`src/hdl/cmfu_pkg.sv`:
```
// ----------------------------------------------------------------------------
// cmfu_pkg
// shared widths, face codes and pipeline types of the cube map face unit
// ----------------------------------------------------------------------------
`default_nettype none

package cmfu_pkg;

	localparam int COORD_BITS = 24;
	localparam int UV_BITS    = 16;
	localparam int Q_BITS     = UV_BITS + 2;

	localparam logic [2:0] FACE_FRONT  = 3'd0;
	localparam logic [2:0] FACE_BACK   = 3'd1;
	localparam logic [2:0] FACE_LEFT   = 3'd2;
	localparam logic [2:0] FACE_RIGHT  = 3'd3;
	localparam logic [2:0] FACE_TOP    = 3'd4;
	localparam logic [2:0] FACE_BOTTOM = 3'd5;

	typedef struct packed {
		logic [2:0]            face;
		logic                  zero;
		logic [COORD_BITS-1:0] m;
		logic [COORD_BITS-1:0] ru;
		logic [COORD_BITS-1:0] rv;
		logic [Q_BITS-1:0]     qu;
		logic [Q_BITS-1:0]     qv;
	} div_t;

endpackage

`default_nettype wire

```
`src/hdl/cube_map_face_and_uv.sv`:
```
// ----------------------------------------------------------------------------
// cube_map_face_and_uv
// cube face selection and face texture coordinates for a signed direction
// ----------------------------------------------------------------------------
//  channel  dir  tdata fields (lsb first)               tuser
//  s_*      in   dir_x[23:0] dir_y[47:24] dir_z[71:48]  -
//  m_*      out  face[2:0] coord_u[18:3] coord_v[34:19] zero_vector
//
// one request per cycle while the output is not stalled; the row of
// division cells yields one quotient bit per cell for u and v
// reset clears only the valid bits of every stage
// each stage holds its request while the next one is full and stalled, so
// bubbles are squeezed out and input is taken while a result waits
// ----------------------------------------------------------------------------
`default_nettype none

module cube_map_face_and_uv import cmfu_pkg::*; (
	input  wire logic        clk,
	input  wire logic        arst_n,
	input  wire logic        s_tvalid,
	output logic             s_tready,
	input  wire logic [71:0] s_tdata,   // dir_x, dir_y, dir_z
	output logic             m_tvalid,
	input  wire logic        m_tready,
	output logic [39:0]      m_tdata,   // face, coord_u, coord_v, zero pad
	output logic [0:0]       m_tuser    // zero_vector
);

	logic               cv [0:UV_BITS];
	logic               cr [0:UV_BITS];
	div_t               cd [0:UV_BITS];
	logic [2:0]         face;
	logic [UV_BITS-1:0] coord_u, coord_v;
	logic               zero_vector;

	cmfu_select u_select (
		.clk       (clk),
		.arst_n    (arst_n),
		.in_valid  (s_tvalid),
		.in_ready  (s_tready),
		.dir_x     (s_tdata[23:0]),
		.dir_y     (s_tdata[47:24]),
		.dir_z     (s_tdata[71:48]),
		.out_valid (cv[0]),
		.out_ready (cr[0]),
		.out_data  (cd[0])
	);

	for (genvar i = 0; i < UV_BITS; i++) begin : g_cell
		cmfu_div_cell u_cell (
			.clk       (clk),
			.arst_n    (arst_n),
			.in_valid  (cv[i]),
			.in_ready  (cr[i]),
			.in_data   (cd[i]),
			.out_valid (cv[i+1]),
			.out_ready (cr[i+1]),
			.out_data  (cd[i+1])
		);
	end

	cmfu_round u_round (
		.clk         (clk),
		.arst_n      (arst_n),
		.in_valid    (cv[UV_BITS]),
		.in_ready    (cr[UV_BITS]),
		.in_data     (cd[UV_BITS]),
		.out_valid   (m_tvalid),
		.out_ready   (m_tready),
		.face        (face),
		.coord_u     (coord_u),
		.coord_v     (coord_v),
		.zero_vector (zero_vector)
	);

	assign m_tdata = {5'd0, coord_v, coord_u, face};
	assign m_tuser = zero_vector;

endmodule

`default_nettype wire

```
`src/hdl/cmfu_select.sv`:
```
// ----------------------------------------------------------------------------
// cmfu_select
// major axis and face choice, numerator offset and first two quotient bits
// ----------------------------------------------------------------------------
`default_nettype none

module cmfu_select import cmfu_pkg::*; (
	input  wire logic                         clk,
	input  wire logic                         arst_n,
	input  wire logic                         in_valid,
	output logic                              in_ready,
	input  wire logic signed [COORD_BITS-1:0] dir_x,
	input  wire logic signed [COORD_BITS-1:0] dir_y,
	input  wire logic signed [COORD_BITS-1:0] dir_z,
	output logic                              out_valid,
	input  wire logic                         out_ready,
	output div_t                              out_data
);

	logic [COORD_BITS-1:0] ax, ay, az;
	logic                  x_maj, y_maj;
	logic                  x_pos, y_pos, z_pos;
	logic [COORD_BITS:0]   xe, ye, ze;
	logic [2:0]            face_c;
	logic [COORD_BITS-1:0] m_c;
	logic [COORD_BITS:0]   nu_c, nv_c;

	logic                  valid_s1, zero_s1;
	logic [2:0]            face_s1;
	logic [COORD_BITS-1:0] m_s1;
	logic [COORD_BITS:0]   nu_s1, nv_s1;

	logic                  valid_s2, zero_s2;
	logic [2:0]            face_s2;
	logic [COORD_BITS-1:0] m_s2;
	logic [COORD_BITS:0]   au_s2, av_s2;

	logic                  valid_s3;
	div_t                  data_s3;

	logic                  rdy_s1, rdy_s2, rdy_s3;

	logic [COORD_BITS:0]   m_ext, m_dbl;
	logic                  bu1, bu0, bv1, bv0;
	logic [COORD_BITS:0]   ru_c, rv_c;
	div_t                  pre_c;

	assign rdy_s3   = !valid_s3 || out_ready;
	assign rdy_s2   = !valid_s2 || rdy_s3;
	assign rdy_s1   = !valid_s1 || rdy_s2;
	assign in_ready = rdy_s1;

	// magnitudes and major axis
	always_comb begin
		ax = dir_x[COORD_BITS-1] ? (~dir_x + 1'b1) : dir_x;
		ay = dir_y[COORD_BITS-1] ? (~dir_y + 1'b1) : dir_y;
		az = dir_z[COORD_BITS-1] ? (~dir_z + 1'b1) : dir_z;
		x_pos = !dir_x[COORD_BITS-1] && (dir_x != '0);
		y_pos = !dir_y[COORD_BITS-1] && (dir_y != '0);
		z_pos = !dir_z[COORD_BITS-1] && (dir_z != '0);
		xe = {dir_x[COORD_BITS-1], dir_x};
		ye = {dir_y[COORD_BITS-1], dir_y};
		ze = {dir_z[COORD_BITS-1], dir_z};
		x_maj = (ax > ay) && (ax > az);
		y_maj = (ax <= ay) && (ay > az);
		if (x_maj) begin
			m_c  = ax;
			nv_c = -ye;
			if (x_pos) begin
				face_c = FACE_RIGHT;
				nu_c   = ze;
			end else begin
				face_c = FACE_LEFT;
				nu_c   = -ze;
			end
		end else if (y_maj) begin
			m_c  = ay;
			nu_c = xe;
			if (y_pos) begin
				face_c = FACE_TOP;
				nv_c   = -ze;
			end else begin
				face_c = FACE_BOTTOM;
				nv_c   = ze;
			end
		end else begin
			m_c  = az;
			nv_c = -ye;
			if (z_pos) begin
				face_c = FACE_FRONT;
				nu_c   = -xe;
			end else begin
				face_c = FACE_BACK;
				nu_c   = xe;
			end
		end
	end

	// first two quotient bits: numerator offset lies in [0, 2m]
	always_comb begin
		m_ext = {1'b0, m_s2};
		m_dbl = {m_s2, 1'b0};
		bu1   = (au_s2 == m_dbl);
		bv1   = (av_s2 == m_dbl);
		bu0   = !bu1 && (au_s2 >= m_ext);
		bv0   = !bv1 && (av_s2 >= m_ext);
		ru_c  = bu1 ? '0 : (bu0 ? (au_s2 - m_ext) : au_s2);
		rv_c  = bv1 ? '0 : (bv0 ? (av_s2 - m_ext) : av_s2);
		pre_c.face = face_s2;
		pre_c.zero = zero_s2;
		pre_c.m    = m_s2;
		pre_c.ru   = ru_c[COORD_BITS-1:0];
		pre_c.rv   = rv_c[COORD_BITS-1:0];
		pre_c.qu   = {{(Q_BITS-2){1'b0}}, bu1, bu0};
		pre_c.qv   = {{(Q_BITS-2){1'b0}}, bv1, bv0};
	end

	always_ff @(posedge clk or negedge arst_n) begin
		if (!arst_n) begin
			valid_s1 <= 1'b0;
			valid_s2 <= 1'b0;
			valid_s3 <= 1'b0;
		end else begin
			if (rdy_s1) valid_s1 <= in_valid;
			if (rdy_s2) valid_s2 <= valid_s1;
			if (rdy_s3) valid_s3 <= valid_s2;
		end
	end

	always_ff @(posedge clk) begin
		if (rdy_s1 && in_valid) begin
			face_s1 <= face_c;
			zero_s1 <= (dir_x == '0) && (dir_y == '0) && (dir_z == '0);
			m_s1    <= m_c;
			nu_s1   <= nu_c;
			nv_s1   <= nv_c;
		end
		if (rdy_s2 && valid_s1) begin
			face_s2 <= face_s1;
			zero_s2 <= zero_s1;
			m_s2    <= m_s1;
			au_s2   <= nu_s1 + {1'b0, m_s1};
			av_s2   <= nv_s1 + {1'b0, m_s1};
		end
		if (rdy_s3 && valid_s2) begin
			data_s3 <= pre_c;
		end
	end

	assign out_valid = valid_s3;
	assign out_data  = data_s3;

endmodule

`default_nettype wire

```
`src/hdl/cmfu_div_cell.sv`:
```
// ----------------------------------------------------------------------------
// cmfu_div_cell
// one restoring division step for both coordinates, one quotient bit each
// ----------------------------------------------------------------------------
`default_nettype none

module cmfu_div_cell import cmfu_pkg::*; (
	input  wire logic clk,
	input  wire logic arst_n,
	input  wire logic in_valid,
	output logic      in_ready,
	input  wire div_t in_data,
	output logic      out_valid,
	input  wire logic out_ready,
	output div_t      out_data
);

	logic                valid_q;
	div_t                data_q;
	div_t                step_c;
	logic [COORD_BITS:0] m_ext, ru2, rv2, du, dv;
	logic                bu, bv;

	assign in_ready = !valid_q || out_ready;

	always_comb begin
		m_ext  = {1'b0, in_data.m};
		ru2    = {in_data.ru, 1'b0};
		rv2    = {in_data.rv, 1'b0};
		bu     = (ru2 >= m_ext);
		bv     = (rv2 >= m_ext);
		du     = bu ? (ru2 - m_ext) : ru2;
		dv     = bv ? (rv2 - m_ext) : rv2;
		step_c = in_data;
		step_c.ru = du[COORD_BITS-1:0];
		step_c.rv = dv[COORD_BITS-1:0];
		step_c.qu = {in_data.qu[Q_BITS-2:0], bu};
		step_c.qv = {in_data.qv[Q_BITS-2:0], bv};
	end

	always_ff @(posedge clk or negedge arst_n) begin
		if (!arst_n) begin
			valid_q <= 1'b0;
		end else if (in_ready) begin
			valid_q <= in_valid;
		end
	end

	always_ff @(posedge clk) begin
		if (in_ready && in_valid) begin
			data_q <= step_c;
		end
	end

	assign out_valid = valid_q;
	assign out_data  = data_q;

endmodule

`default_nettype wire

```
`src/hdl/cmfu_round.sv`:
```
// ----------------------------------------------------------------------------
// cmfu_round
// round half up, saturation, zero vector override and output register
// ----------------------------------------------------------------------------
`default_nettype none

module cmfu_round import cmfu_pkg::*; (
	input  wire logic         clk,
	input  wire logic         arst_n,
	input  wire logic         in_valid,
	output logic              in_ready,
	input  wire div_t         in_data,
	output logic              out_valid,
	input  wire logic         out_ready,
	output logic [2:0]        face,
	output logic [UV_BITS-1:0] coord_u,
	output logic [UV_BITS-1:0] coord_v,
	output logic              zero_vector
);

	logic               valid_q, zero_q;
	logic [2:0]         face_q;
	logic [UV_BITS-1:0] u_q, v_q;
	logic [Q_BITS:0]    su, sv;
	logic [UV_BITS-1:0] u_c, v_c;

	assign in_ready = !valid_q || out_ready;

	always_comb begin
		su = {1'b0, in_data.qu} + 1'b1;
		sv = {1'b0, in_data.qv} + 1'b1;
		u_c = su[UV_BITS+1] ? '1 : su[UV_BITS:1];
		v_c = sv[UV_BITS+1] ? '1 : sv[UV_BITS:1];
	end

	always_ff @(posedge clk or negedge arst_n) begin
		if (!arst_n) begin
			valid_q <= 1'b0;
		end else if (in_ready) begin
			valid_q <= in_valid;
		end
	end

	always_ff @(posedge clk) begin
		if (in_ready && in_valid) begin
			zero_q <= in_data.zero;
			if (in_data.zero) begin
				face_q <= FACE_BACK;
				u_q    <= {1'b1, {(UV_BITS-1){1'b0}}};
				v_q    <= {1'b1, {(UV_BITS-1){1'b0}}};
			end else begin
				face_q <= in_data.face;
				u_q    <= u_c;
				v_q    <= v_c;
			end
		end
	end

	assign out_valid   = valid_q;
	assign face        = face_q;
	assign coord_u     = u_q;
	assign coord_v     = v_q;
	assign zero_vector = zero_q;

endmodule

`default_nettype wire
```
`config.mk`:
```
export PLATFORM = sky130hd
export DESIGN_NAME = cube_map_face_and_uv
export DESIGN_NICKNAME = d
export VERILOG_FILES = /design/src/hdl/cmfu_pkg.sv /design/src/hdl/cube_map_face_and_uv.sv /design/src/hdl/cmfu_select.sv /design/src/hdl/cmfu_div_cell.sv /design/src/hdl/cmfu_round.sv
export SDC_FILE = /design/constraint.sdc
export NUM_CORES = 2
export LEC_CHECK = 0
export BUFFER_PORTS_ARGS = -buffer_cell sky130_fd_sc_hd__buf_2
export CORE_MARGIN = 2
export CORE_UTILIZATION = 40
export CTS_BUF_LIST = sky130_fd_sc_hd__clkbuf_16
export CTS_CLUSTER_DIAMETER = 80
export DETAILED_ROUTE_END_ITERATION = 12
export PLACE_DENSITY = 0.67
export RECOVER_POWER = 100
export SLEW_MARGIN = 15
export SYNTH_ARGS = -nofsm -noshare
export SYNTH_HDL_FRONTEND = slang
export SYNTH_SLANG_ARGS = --single-unit
```
`constraint.sdc`:
```
create_clock -name clk -period 14.75 [get_ports clk]
set_clock_uncertainty 0.2 [all_clocks]
set_input_delay 1.475 -clock clk [delete_from_list [all_inputs] [get_ports clk]]
set_output_delay 1.475 -clock clk [all_outputs]
set_load 0.1 [all_outputs]
```
==> run summary <==
Clk_lat worst skew - 0.88 ns
Compound-cell area share of the yosys netlist - 14.8%
Crit path DAT - 10.78 ns
Crit share post-route - 70.8%
H-tree depth - 4
Dominant cell type by area after synthesis - edfxtp_1
Height of the die - 523 um
Final WS setup - 4.31 ns
Post-Synth Adder-Cell Area - 11.6%
EDFF count, synth - 1752
Ys Warns - 0
Failing checks - capacitance limit, slew limit
Pre-CTS setup slack - 6.27 ns
PortBufs - 113
Sw Pwr - 12.2 mW
DRC viols - 0
Cells after Synth - 9903
Antenna Nets Post-Route - 0
Max Cap Viol - 59
Non-Filler Instances - 13800
Global-route wire length before repair - 445000 um
Switching Fraction - 41.8%
DR pass1 iterations - 6
Initial drt markers - 6714
Post-route minimum period - 10.44 ns
Cts repair resizes - 0
Setup TNS - 0 ns
Core footprint - 268000 sq um
DR WL/cell - 21.4 um
Fin nets - 11100
Vias in the first global route - 74800
Clock transition at path regs - 0.06 ns
Asr flop ratio synth - 1.13%
Post-Layout Inst Area - 119000 sq um
Critical Path RT - 15.09 ns
CTS tree - yes
WS Path Type - primary input to flip-flop
Slowest stage delay, CP - 2.28 ns
Initial antenna violation count - 8
Cells along the critical path - clkbuf_1, nor4_1, nand3_1, or2_2, nor3_1, nand2b_1, or3_1, nand2_1, xor2_1, ha_1, nand3_1, nor2_1, nand4_1, or3_1, a21oi_1, a2111oi_0, a211oi_1, clkbuf_1, mux2_2
Total gr overflow - 0
Gr usage total - 21.0%
Area delta synth->final - 10.3%
Outcome - finished, violations left
CP Max Fanout - 43
Worst-Margin Slew - 4.60 ns
Initial Util - 40.2%
Synth Area in XOR/XNOR - 6.95%
Final Hold Vio Count - 0
Internal Power - 17.0 mW
Share of layout cells above drive strength 1 - 5.67%
Post-placement cell area - 113000 sq um
Worst setup SP type - primary input
Row cnt - 190
Max Slew Vio Count - 2736
Worst-case clock buffer depth - 4
Relative slew slack - -210%
Cell Area, Synth - 108000 sq um
Post-synth top cells - 1752 x edfxtp_1, 942 x ha_1, 864 x nand2_1, 770 x a21oi_1, 708 x o21ai_0
Simple-gate share of the synthesized area - 11.5%
Die X - 523 um
Leakage - 47.8 nW
Post-CTS Setup Repair Bufs - 0
Min-delay worst type - flip-flop to flip-flop
Wirelength, routed - 295000 um
Largest net degree at the start of global routing - 81
Post-synth top flop - edfxtp_1
Final Util - 44.3%
DP HPWL - 231000 um
Cell with the most instances after synthesis - edfxtp_1
Final setup violating endpoints - 0
Power per cell area - 246 nW/um^2
Sink Count - 1772
Post-synthesis mux area share - 2.71%
Root buf cell - clkbuf_16
Post-synthesis sequential area ratio - 49.4%
Clock power share - 17.0%
Top Ports - 119
Global placement routability congestion - 0.941
Yosys cell types - 89
Layout fillers - 24900
Largest cells by area after synthesis - edfxtp_1 49%, ha_1 11%, xnor2_1 3.8%
Die area - 273000 sq um
CP max-delay cell - clkbuf_1
Vias/cell - 5.57
VDD IR max - 123 uV
Via Count - 76900
Sequential power share - 33.3%
CP endpoint kind - flip-flop
RSZ-0062 raised after global routing - no
Mapped Avg Cell Area - 10.9 sq um
Yosys top cell area share - 48.9%
Peak Freq - 95.8 MHz
Power, Total - 29.2 mW
DP Cell Count - 13400
Register bit count reported by yosys - 1772
CTS Hold Bufs - 0
Cts bufs inserted - 203
Logic pwr share - 49.7%
Hold_ws - 0.139 ns
Largest family of logic cells by synthesized area - compound AO/OA/AOI/OAI gates
-- critical path, delay by kind of cell --
family	cells	cell delay, ns
AO/OA/AOI/OAI	3	2.15
multiplexers	1	0.48
buffers and inverters	2	2.42
adder cells (fa/ha/maj)	1	0.19
XOR/XNOR	1	0.34
AND/OR/NAND/NOR	11	3.61
-- state kept, by name (all words and copies together) (netlist names), 24 cells and up --
signal	cells
g_cell.u_cell.out_data	1480
u_select.au_s2	25
u_select.av_s2	25
u_select.m_s1	24
u_select.m_s2	24
u_select.nu_s1	25
u_select.nv_s1	25
u_select.out_data	80
-- power by group through the flow --
stage / logic (mW) / registers [mW] / clock network (mW)
3_5_place_dp: 14.4 / 9.78 / 0
3_3_place_gp: 14.1 / 9.76 / 0
4_1_cts: 14.5 / 9.69 / 5.08
6_report: 14.5 / 9.72 / 4.97
5_1_grt: 16.0 / 9.87 / 5.26
2_1_floorplan: 10.6 / 9.21 / 0
-- path summary, 6_finish.rpt --
kind | startpoint | depth (start not counted) | endpoint | slack (ns)
worst max register to register | g_cell[5].u_cell.out_data[85] | 11 | g_cell[6].u_cell.out_data[0] | 7.34
worst max-delay path | s_tdata[48] | 19 | u_select.m_s1[17] | 4.31
max in group asynchronous | arst_n | 1 | g_cell[5].u_cell.out_valid | 12.84
min in group asynchronous | arst_n | 1 | u_round.out_valid | 0.66
worst min register to register | g_cell[2].u_cell.out_data[108] | 0 | g_cell[3].u_cell.out_data[108] | 0.14
worst min-delay path | g_cell[2].u_cell.out_data[108] | 0 | g_cell[3].u_cell.out_data[108] | 0.14
-- layout make-up --
type | instances | area, sq um | share of cell area, %
Tap cell | 3552 | 4440 | 3.75
Clock buffer | 205 | 5130 | 4.33
Inverter | 669 | 2510 | 2.12
Timing Repair Buffer | 172 | 747 | 0.630
Clock inverter | 160 | 1420 | 1.20
Multi-Input combinational cell | 7271 | 51200 | 43.2
Antenna cell | 4 | 10.0 | 0.00844
Sequential cell | 1772 | 53100 | 44.8
-- routing by layer --
metal | vias to the layer above | routed length, um | GRT usage, % | share of wire [%]
li1 | 36900 | - | - | -
met1 | 37000 | 126000 | 27.6 | 43
met2 | 2455 | 142000 | 35.9 | 48
met3 | 598 | 16500 | 2.51 | 5.6
met4 | 2 | 11000 | 7.08 | 3.7
met5 | - | 7 | 0 | 0.0024
-- kinds of logic after synthesis --
kind of cell	Yosys count
XOR/XNOR	852
multiplexers	269
AO/OA/AOI/OAI	2585
flip-flops	1772
other	1
buffers and inverters	864
AND/OR/NAND/NOR	2584
adder cells (fa/ha/maj)	976
-- cells in the final DEF, fill, tap and decap left out, types with 74 or more instances in the layout --
cell       count
a21o_1       382
a21oi_1      768
a31oi_1       77
clkbuf_1      97
clkbuf_16    205
edfxtp_1    1752
ha_1         942
inv_1        686
mux2_1        79
mux2_2       102
mux2i_1       88
nand2_1      864
nand2b_1     146
nand3_1      174
nand4_1      135
nor2_1       600
nor2b_1      135
nor3_1       132
o21a_1       127
o21ai_0      714
or3_1         74
xnor2_1      463
xor2_1       387
No activity file was read; power rests on OpenSTA's default activity.
